<file path="config.mk">
export PLATFORM = sky130hd
export DESIGN_NAME = sbr_map
export DESIGN_NICKNAME = d
export VERILOG_FILES = /design/src/hdl/sbr_pkg.sv /design/src/hdl/sbr_map.sv
export SDC_FILE = /design/constraint.sdc
export NUM_CORES = 2
export LEC_CHECK = 0
export ABC_CLOCK_PERIOD_IN_PS = 12120
export BUFFER_PORTS_ARGS = -buffer_cell sky130_fd_sc_hd__clkbuf_2
export CAP_MARGIN = 5
export CORE_ASPECT_RATIO = 0.75
export CORE_MARGIN = 4
export CORE_UTILIZATION = 60
export CTS_CLUSTER_SIZE = 10
export DETAILED_ROUTE_END_ITERATION = 6
export GPL_ROUTABILITY_DRIVEN = 0
export PLACE_DENSITY_LB_ADDON = 0.1
export SYNTH_ARGS = -nofsm -noshare
export SYNTH_HDL_FRONTEND = slang
export SYNTH_SLANG_ARGS = --single-unit
</file>
<file path="constraint.sdc">
create_clock -name clk -period 12.12 [get_ports clk]
set_input_delay 0 -clock clk [delete_from_list [all_inputs] [get_ports clk]]
set_output_delay 0 -clock clk [all_outputs]
set_load 0.05 [all_outputs]
</file>
<file path="src/hdl/sbr_pkg.sv">
// Shared types and constants of the segmented block id remapper.
// No dependencies.
package sbr_pkg;

	localparam int SEG_REGS = 6;
	localparam int BS_W     = 32;
	localparam int LEN_W    = 32;
	localparam int CNT_W    = 3;
	localparam int TOT_W    = 35;
	localparam int OUT_W    = 48;
	localparam int IDX_W    = 3;
	localparam int HALF_W   = 24;

	localparam logic [IDX_W-1:0] REG_BLOCK_SIZE = 3'd0;
	localparam logic [IDX_W-1:0] REG_SEG_COUNT  = 3'd1;
	localparam logic [IDX_W-1:0] REG_SEG_FIRST  = 3'd2;

	// Configuration as seen by the datapath, with the prefix sums worked out.
	typedef struct packed {
		logic [BS_W-1:0]                 bsize;
		logic [CNT_W-1:0]                seg_n;
		logic [TOT_W-1:0]                total;
		logic [SEG_REGS-1:0][TOT_W-1:0]  stop;
	} sbr_cfg_t;

endpackage

</file>
<file path="src/hdl/sbr_map.sv">
// Back end of the remapper: segment search, period scaling and final sum.
// Depends on sbr_pkg.
module sbr_map #(
	parameter int ID_WIDTH = 32
) (
	input  logic                    clk,
	input  logic                    arst_n,
	input  logic                    en,
	input  sbr_pkg::sbr_cfg_t       cfg,
	input  logic                    in_valid,
	input  logic [sbr_pkg::TOT_W-1:0] rel,
	input  logic [ID_WIDTH-1:0]     period,
	input  logic [sbr_pkg::BS_W-1:0] col,
	input  logic                    err,
	output logic                    out_valid,
	output logic [sbr_pkg::OUT_W-1:0] mapped_id,
	output logic                    error
);
	import sbr_pkg::*;

	localparam int PW = ID_WIDTH + CNT_W;

	logic [CNT_W-1:0] seg;
	logic [PW-1:0]    pn;

	logic             v_s1, v_s2, v_s3, v_q;
	logic [CNT_W-1:0] seg_s1;
	logic [OUT_W-1:0] pn_s1, q_s2;
	logic [BS_W-1:0]  col_s1, col_s2, col_s3;
	logic             err_s1, err_s2, err_s3;
	logic [HALF_W+BS_W-1:0] lo_s3;
	logic [HALF_W-1:0]      hi_s3;
	logic [OUT_W-1:0] mapped_q;
	logic             error_q;

	// Lowest segment whose prefix sum lies above the offset; last in use otherwise.
	always_comb begin
		seg = cfg.seg_n - CNT_W'(1);
		for (int i = SEG_REGS - 2; i >= 0; i--) begin
			if ((i + 1 < int'(cfg.seg_n)) && (rel < cfg.stop[i])) begin
				seg = CNT_W'(i);
			end
		end
	end

	assign pn = PW'(period) * PW'(cfg.seg_n);

	always_ff @(posedge clk or negedge arst_n) begin
		if (!arst_n) begin
			v_s1 <= 1'b0;
			v_s2 <= 1'b0;
			v_s3 <= 1'b0;
			v_q  <= 1'b0;
		end else if (en) begin
			v_s1 <= in_valid;
			v_s2 <= v_s1;
			v_s3 <= v_s2;
			v_q  <= v_s3;
		end
	end

	always_ff @(posedge clk) begin
		if (en) begin
			seg_s1   <= seg;
			pn_s1    <= OUT_W'(pn);
			col_s1   <= col;
			err_s1   <= err || (cfg.bsize == '0) || (cfg.total == '0);
			q_s2     <= pn_s1 + OUT_W'(seg_s1);
			col_s2   <= col_s1;
			err_s2   <= err_s1;
			lo_s3    <= q_s2[HALF_W-1:0] * cfg.bsize;
			hi_s3    <= HALF_W'(q_s2[OUT_W-1:HALF_W] * cfg.bsize[HALF_W-1:0]);
			col_s3   <= col_s2;
			err_s3   <= err_s2;
			mapped_q <= err_s3 ? OUT_W'(1)
				: OUT_W'(lo_s3) + {hi_s3, {HALF_W{1'b0}}} + OUT_W'(col_s3) + OUT_W'(1);
			error_q  <= err_s3;
		end
	end

	assign out_valid = v_q;
	assign mapped_id = mapped_q;
	assign error     = error_q;

endmodule

</file>
# [Word level (Yosys, flattened, before mapping)]
# Cells that the tools add are included.
[word_totals] elab_cells=52 register_bits=310 inputBits=384 out_inout_bits=50
[classes] multipliers=3 n_addsub=5 reduce_logical=11 magnitude_cmp=10 mux=4
[op_table] cell="< comparator 35 bit" n=5
[op_table] cell="adder 48 x 1 -> 48 bit, second input constant" n=1
[op_table] cell="adder 48 x 32 -> 48 bit" n=1
[op_table] cell="adder 48 bit" n=1
[op_table] cell="multiplier 24 x 32 -> 48 bit" n=1
[op_table] cell="adder 35 x 3 -> 36 bit" n=1
[op_table] cell="logical NOT 35 bit" n=1
[op_table] cell="multiplier 32 x 3 -> 35 bit" n=1
[op_table] cell="logical NOT 32 bit" n=1
[op_table] cell="multiplier 24 x 24 -> 24 bit" n=1
[op_table] cell="< comparator 2 x 3 -> 1 bit, first input constant" n=2
[op_table] cell="< comparator 3 bit, first input constant" n=2
[op_table] cell="logical AND 1 bit" n=5
[op_table] cell="two-way mux 2 bit" n=2
[op_table] cell="OR reduction 4 bit" n=1
[op_table] cell="< comparator 1 x 3 -> 1 bit, first input constant" n=1
[op_table] cell="two-way mux 3 bit" n=1
[op_table] cell="subtractor 3 x 1 -> 3 bit, second input constant" n=1
[op_table] cell="logical OR 1 bit" n=2
[op_table] cell="OR reduction 2 bit" n=1
[op_table] cell="two-way mux 1 bit" n=1

# [Logic depth before layout (Yosys ltp)]
[depth] ltp_word=6 depth_mapped=29 ltp_nobuf=26

# [Least setup slack after synthesis]
# No wires, ideal clock.
[synth_timing] kind="register to register" start="register q_s2[3]" end="register lo_s3[47] (data pin)" synth_period_minus_slack_ns=6.801 required_time_ns=11.860 path_buffers=1 path_stages_with_launch=26 slack_ns=5.319 arrival_time_ns=6.541 path_cell_list="edfxtp_1 > clkbuf_1 > nand2_1 > fa_1 > inv_1 > fa_1 > inv_1 > fa_1 > fa_1 > inv_1 > fa_1 > fa_1 > inv_1 > fa_1 > inv_1 > ha_1 > a211oi_2 > nand3_1 > a21boi_1 > nor3_1 > a21o_1 > a221o_1 > a221oi_2 > o21ai_1 > a21oi_1 > xnor2_1"
[synth_between] elab_chain_cells=1
[synth_rtl] element="from (decl)" line_no="sbr_map.sv:28" source="logic [OUT_W-1:0] pn_s1, q_s2;"
[synth_rtl] element="from (signal assigned)" line_no="sbr_map.sv:68" source="q_s2 <= pn_s1 + OUT_W'(seg_s1);"
[synth_rtl] element="multiplier 24 x 32 -> 48 bit" line_no="sbr_map.sv:71" source="lo_s3 <= q_s2[HALF_W-1:0] * cfg.bsize;"
[synth_rtl] element="to (signal assigned)" line_no="sbr_map.sv:71"
[synth_rtl] element="to (decl)" line_no="sbr_map.sv:31" source="logic [HALF_W+BS_W-1:0] lo_s3;"
# No other way between the ends.
# A chain may end at the register's enable or synchronous reset.

# [Worst setup path after layout]
[layout_timing] start="register q_s2[16]" end="register lo_s3[44] (data pin)"
# Same word-level chain as after synthesis.

==> impl.org <==
** Synth
- Number of flip-flops and latches in the synthesized netlist :: 298
- Synthesized netlist cell count :: 5294
- Async set or reset register ratio after synthesis :: 1.34%
- Syn_nets :: 7042
- EDFF count, synth :: 294
- Commonest register cell after synthesis :: sky130_fd_sc_hd__edfxtp_1
- Ranked by total cell area, the synthesized netlist is headed by sky130_fd_sc_hd__fa_1 33%, sky130_fd_sc_hd__edfxtp_1 18%, sky130_fd_sc_hd__ha_1 13%, sky130_fd_sc_hd__inv_1 8.5%, sky130_fd_sc_hd__and2_1 5.6%.
- The Yosys step of the flow raised 0 warnings.
- The top cell type by area accounts for around 33% of the synthesized area.
- The number of different library cells used by synthesis comes to between 70 and 80.
- Summing every instance area after synthesis gives 0.0502 mm2.
- Of all cell types, the one taking the most synthesized area is sky130_fd_sc_hd__fa_1.
- Synthesized area per cell :: between 9 and 10 um2
- Register area share after synthesis :: between 15 and 20%

** Setup path
- Type of origin of the critical path :: flop
- Max incr delay on CP :: 860 ps
- CP max stage cell :: sky130_fd_sc_hd__edfxtp_1
- Of all nets on the critical path, the largest fanout is 18.
- Endpoint arrival time on the critical path :: 8460 ps
- At the worst endpoint, the required time is 12450 ps.
- Crit end category :: flop
- Crit Path Class :: reg2reg
- Among the stages of the critical path, the cell type that occurs most often is sky130_fd_sc_hd__fa_1.

** CTS
- Cts bufs inserted :: 37
- CTS built an H-tree with a depth of 2.
- Clock-pin slew reported for the worst setup and hold paths after clock tree synthesis :: 60 ps
- CTS Root Cell :: sky130_fd_sc_hd__clkbuf_16
- In this run the deepest clock path goes through 3 buffers.
- Insertion delay to the later sink of the worst-skew pair :: 580 ps
- Total of cells resized after clock tree synthesis :: 0
- The tree built by TritonCTS fans out to 298 sinks.
- TritonCTS built the clock tree.

** Timing
- The final hold violation count came to 0.
- Minimum clock period after layout :: 8130 ps
- Highest achievable clock rate :: around 120 MHz
- For the pin with the worst max-slew slack, the measured transition is 1210 ps.
- Worst hold slack across all endpoints :: roughly 46 ps
- The final count of pins violating max slew is 0.
- Crit share post-route :: 67.1%
- Setup repair after global routing left no endpoint under its margin.
- The clock arrives with 30.3 ps of skew.
- Setup violations remaining at the end of the flow were counted as 0.
- In the final timing run, aggregate negative setup slack is 0 ps.
- The worst pin sits at a relative slew slack of 19.2%.

** GRT
- Entering global routing, the biggest net connects 103 pins.
- First-pass GRT wire length :: 206 mm
- Across every metal layer, demand over resource in global routing totals 29.5%.
- GRT overflow :: 0
- The via count of the first global-routing pass was between 30000 and 40000.
- Initial antenna violation count :: 16

** Die
- The die is roughly 260 um tall.
- Effective utilization at floorplan :: between 60 and 70%
- The die is roughly 340 um wide.
- Pin placement for this block handled approximately 430 I/O pins.
- Floorplan core area :: 0.0825 mm2
- The floorplan step defined a die boundary enclosing 0.0883 mm2.
- The floorplan has 91 rows.

** Run
- Max-cap violations in this run came to 0.

** Route
- Vias post-DR :: about 37000
- Drt via density :: roughly 5.5
- Post-route ant nets :: 0
- Routed wire length per instance :: 18.8 um
- Wires add up to 127 mm.
- First-pass detailed-route iteration total :: 5
- After detailed routing, the number of remaining DRC violations is 0.
- For this block, the initial DRC count from the detailed router was between 2000 and 2500.

** Cells and area
- The net count of the finished layout is about 7300.
- From synthesis to final layout, the design area changed by 8.78%.
- Fraction of final layout cells sized beyond drive strength 1 :: 9.21%
- After the flow finishes, the layout carries non-filler instances totaling between 6000 and 7000.

** Worst hold path
- Kind of path behind the tightest hold check :: in2reg

** Placed design
- Once detailed placement completed, the half-perimeter wirelength came to 97.1 mm.
- Count of input and output buffers :: 398
- In this run, placement finished with an instance count of 6635.

** Status
- The flow ran to the end, and the final reports show no timing, DRC or antenna violations.
[routing by layer]
metal  global-route usage, %  routed length, um  vias to the layer above
li1                        -                  -                    17068
met1                    42.4              55300                    18176
met2                    45.6              56200                     1420
met3                    6.70              12000                      237
met4                    7.78               3380                       14
met5                       0                101                        -
[Yosys cell counts (44+ instances only)]
cell                       count
sky130_fd_sc_hd__nand4_1      52
sky130_fd_sc_hd__xnor2_1     150
sky130_fd_sc_hd__ha_1        536
sky130_fd_sc_hd__nor2_1      143
sky130_fd_sc_hd__a21oi_1     154
sky130_fd_sc_hd__inv_1      1132
sky130_fd_sc_hd__nand2_1     702
sky130_fd_sc_hd__xor2_1       44
sky130_fd_sc_hd__clkbuf_1    216
sky130_fd_sc_hd__and2_1      450
sky130_fd_sc_hd__o21ai_0      74
sky130_fd_sc_hd__edfxtp_1    294
sky130_fd_sc_hd__a21o_1      112
sky130_fd_sc_hd__fa_1        828
[cell usage in the layout, fill, tap and decap left out, drive strengths merged, types with 7 or more instances in the layout]
cell type    netlist  routed
inv             1132    1133
fa               828     828
nand2            702     702
ha               536     536
and2             451     451
clkbuf           216     443
edfxtp           294     294
a21oi            158     158
xnor2            150     150
nor2             143     143
a21o             112     112
o21ai             94      94
nand4             52      52
buf                1      45
xor2              44      44
nand3             42      42
dlygate4sd3        0      39
nor2b             36      36
a211oi            31      31
o21a              28      28
nand2b            24      24
nor3              23      23
a31oi             22      22
nor4              19      19
o21bai            17      17
and3              17      17
o211ai            16      16
or3               10      10
diode              0       9
a211o              7       7
mux2               7       7
[kinds of logic (layout without fill, tap and decap cells)]
family	count (synthesis)	in the layout	share of synthesized area [%]
AOI/OAI and AO/OA	543	543	7.22
buffers and inverters	1349	1668	10.1
and+or+nand+nor	1538	1538	14.9
muxes	8	8	0.185
adders and majority gates	1364	1364	46.4
other	0	9	0
DFF	298	298	17.8
xor gates and xnor gates	194	194	3.39
[flip-flops by register name, indices dropped and copies added, names as in the netlist]
| signal | flops |
|---|---|
| v_s3 | 1 |
| err_s1 | 1 |
| error | 1 |
| out_valid | 1 |
| mapped_id | 48 |
| hi_s3 | 24 |
| col_s3 | 32 |
| q_s2 | 36 |
| seg_s1 | 3 |
| col_s1 | 32 |
| err_s3 | 1 |
| pn_s1 | 35 |
| col_s2 | 32 |
| err_s2 | 1 |
| v_s2 | 1 |
| v_s1 | 1 |
| lo_s3 | 48 |
[through the flow]
step,cell area (um2),utilization (%),setup slack [ps]
finish,54600,66.1,3990
global route,54600,66.1,3760
CTS,54500,66.1,4170
detailed placement,53100,64.3,4140
global placement,53100,64.3,4230
floorplan,50200,-,5320
[path summary, 6_finish.rpt]
check                           startpoint   endpoint  slack (ps)  cells past startpoint
worst min-delay path            period[31]  pn_s1[34]          50                      4
worst max-delay path              q_s2[16]  lo_s3[44]        3990                     25
max in group asynchronous           arst_n       v_s1       11620                      3
min in group asynchronous           arst_n       v_s3         330                      3
worst max register to register    q_s2[16]  lo_s3[44]        3990                     25
worst min register to register   col_s2[0]  col_s3[0]         400                      0
[critical path: cells and delay by family (launching register included)]
kind | cells | cell delay (ps)
adder cells (fa/ha/maj) | 8 | 3870
AO/OA/AOI/OAI | 7 | 1800
flip-flops | 1 | 860
buffers and inverters | 6 | 670
AND/OR/NAND/NOR | 3 | 580
XOR/XNOR | 1 | 130
[layout make-up]
| type | instances | area [um2] |
|---|---|---|
| multi-input combinational | 3647 | 36200 |
| fill | 6831 | 28000 |
| sequential | 298 | 8930 |
| inverter | 1132 | 4250 |
| timing repair buffer | 481 | 2720 |
| tap | 1116 | 1400 |
| clock buffer | 46 | 981 |
| clock inverter | 9 | 95.1 |
| antenna | 9 | 22.5 |
[repair_timing]
item                      4_1_cts  5_1_grt
setup buffers                   0        0
hold buffers                   39        0
hold endpoints to repair       77        0
Power is left out: the tool's default activity adds up to more than one toggle a clock period on the data nets, which glitch-free logic cannot reach.
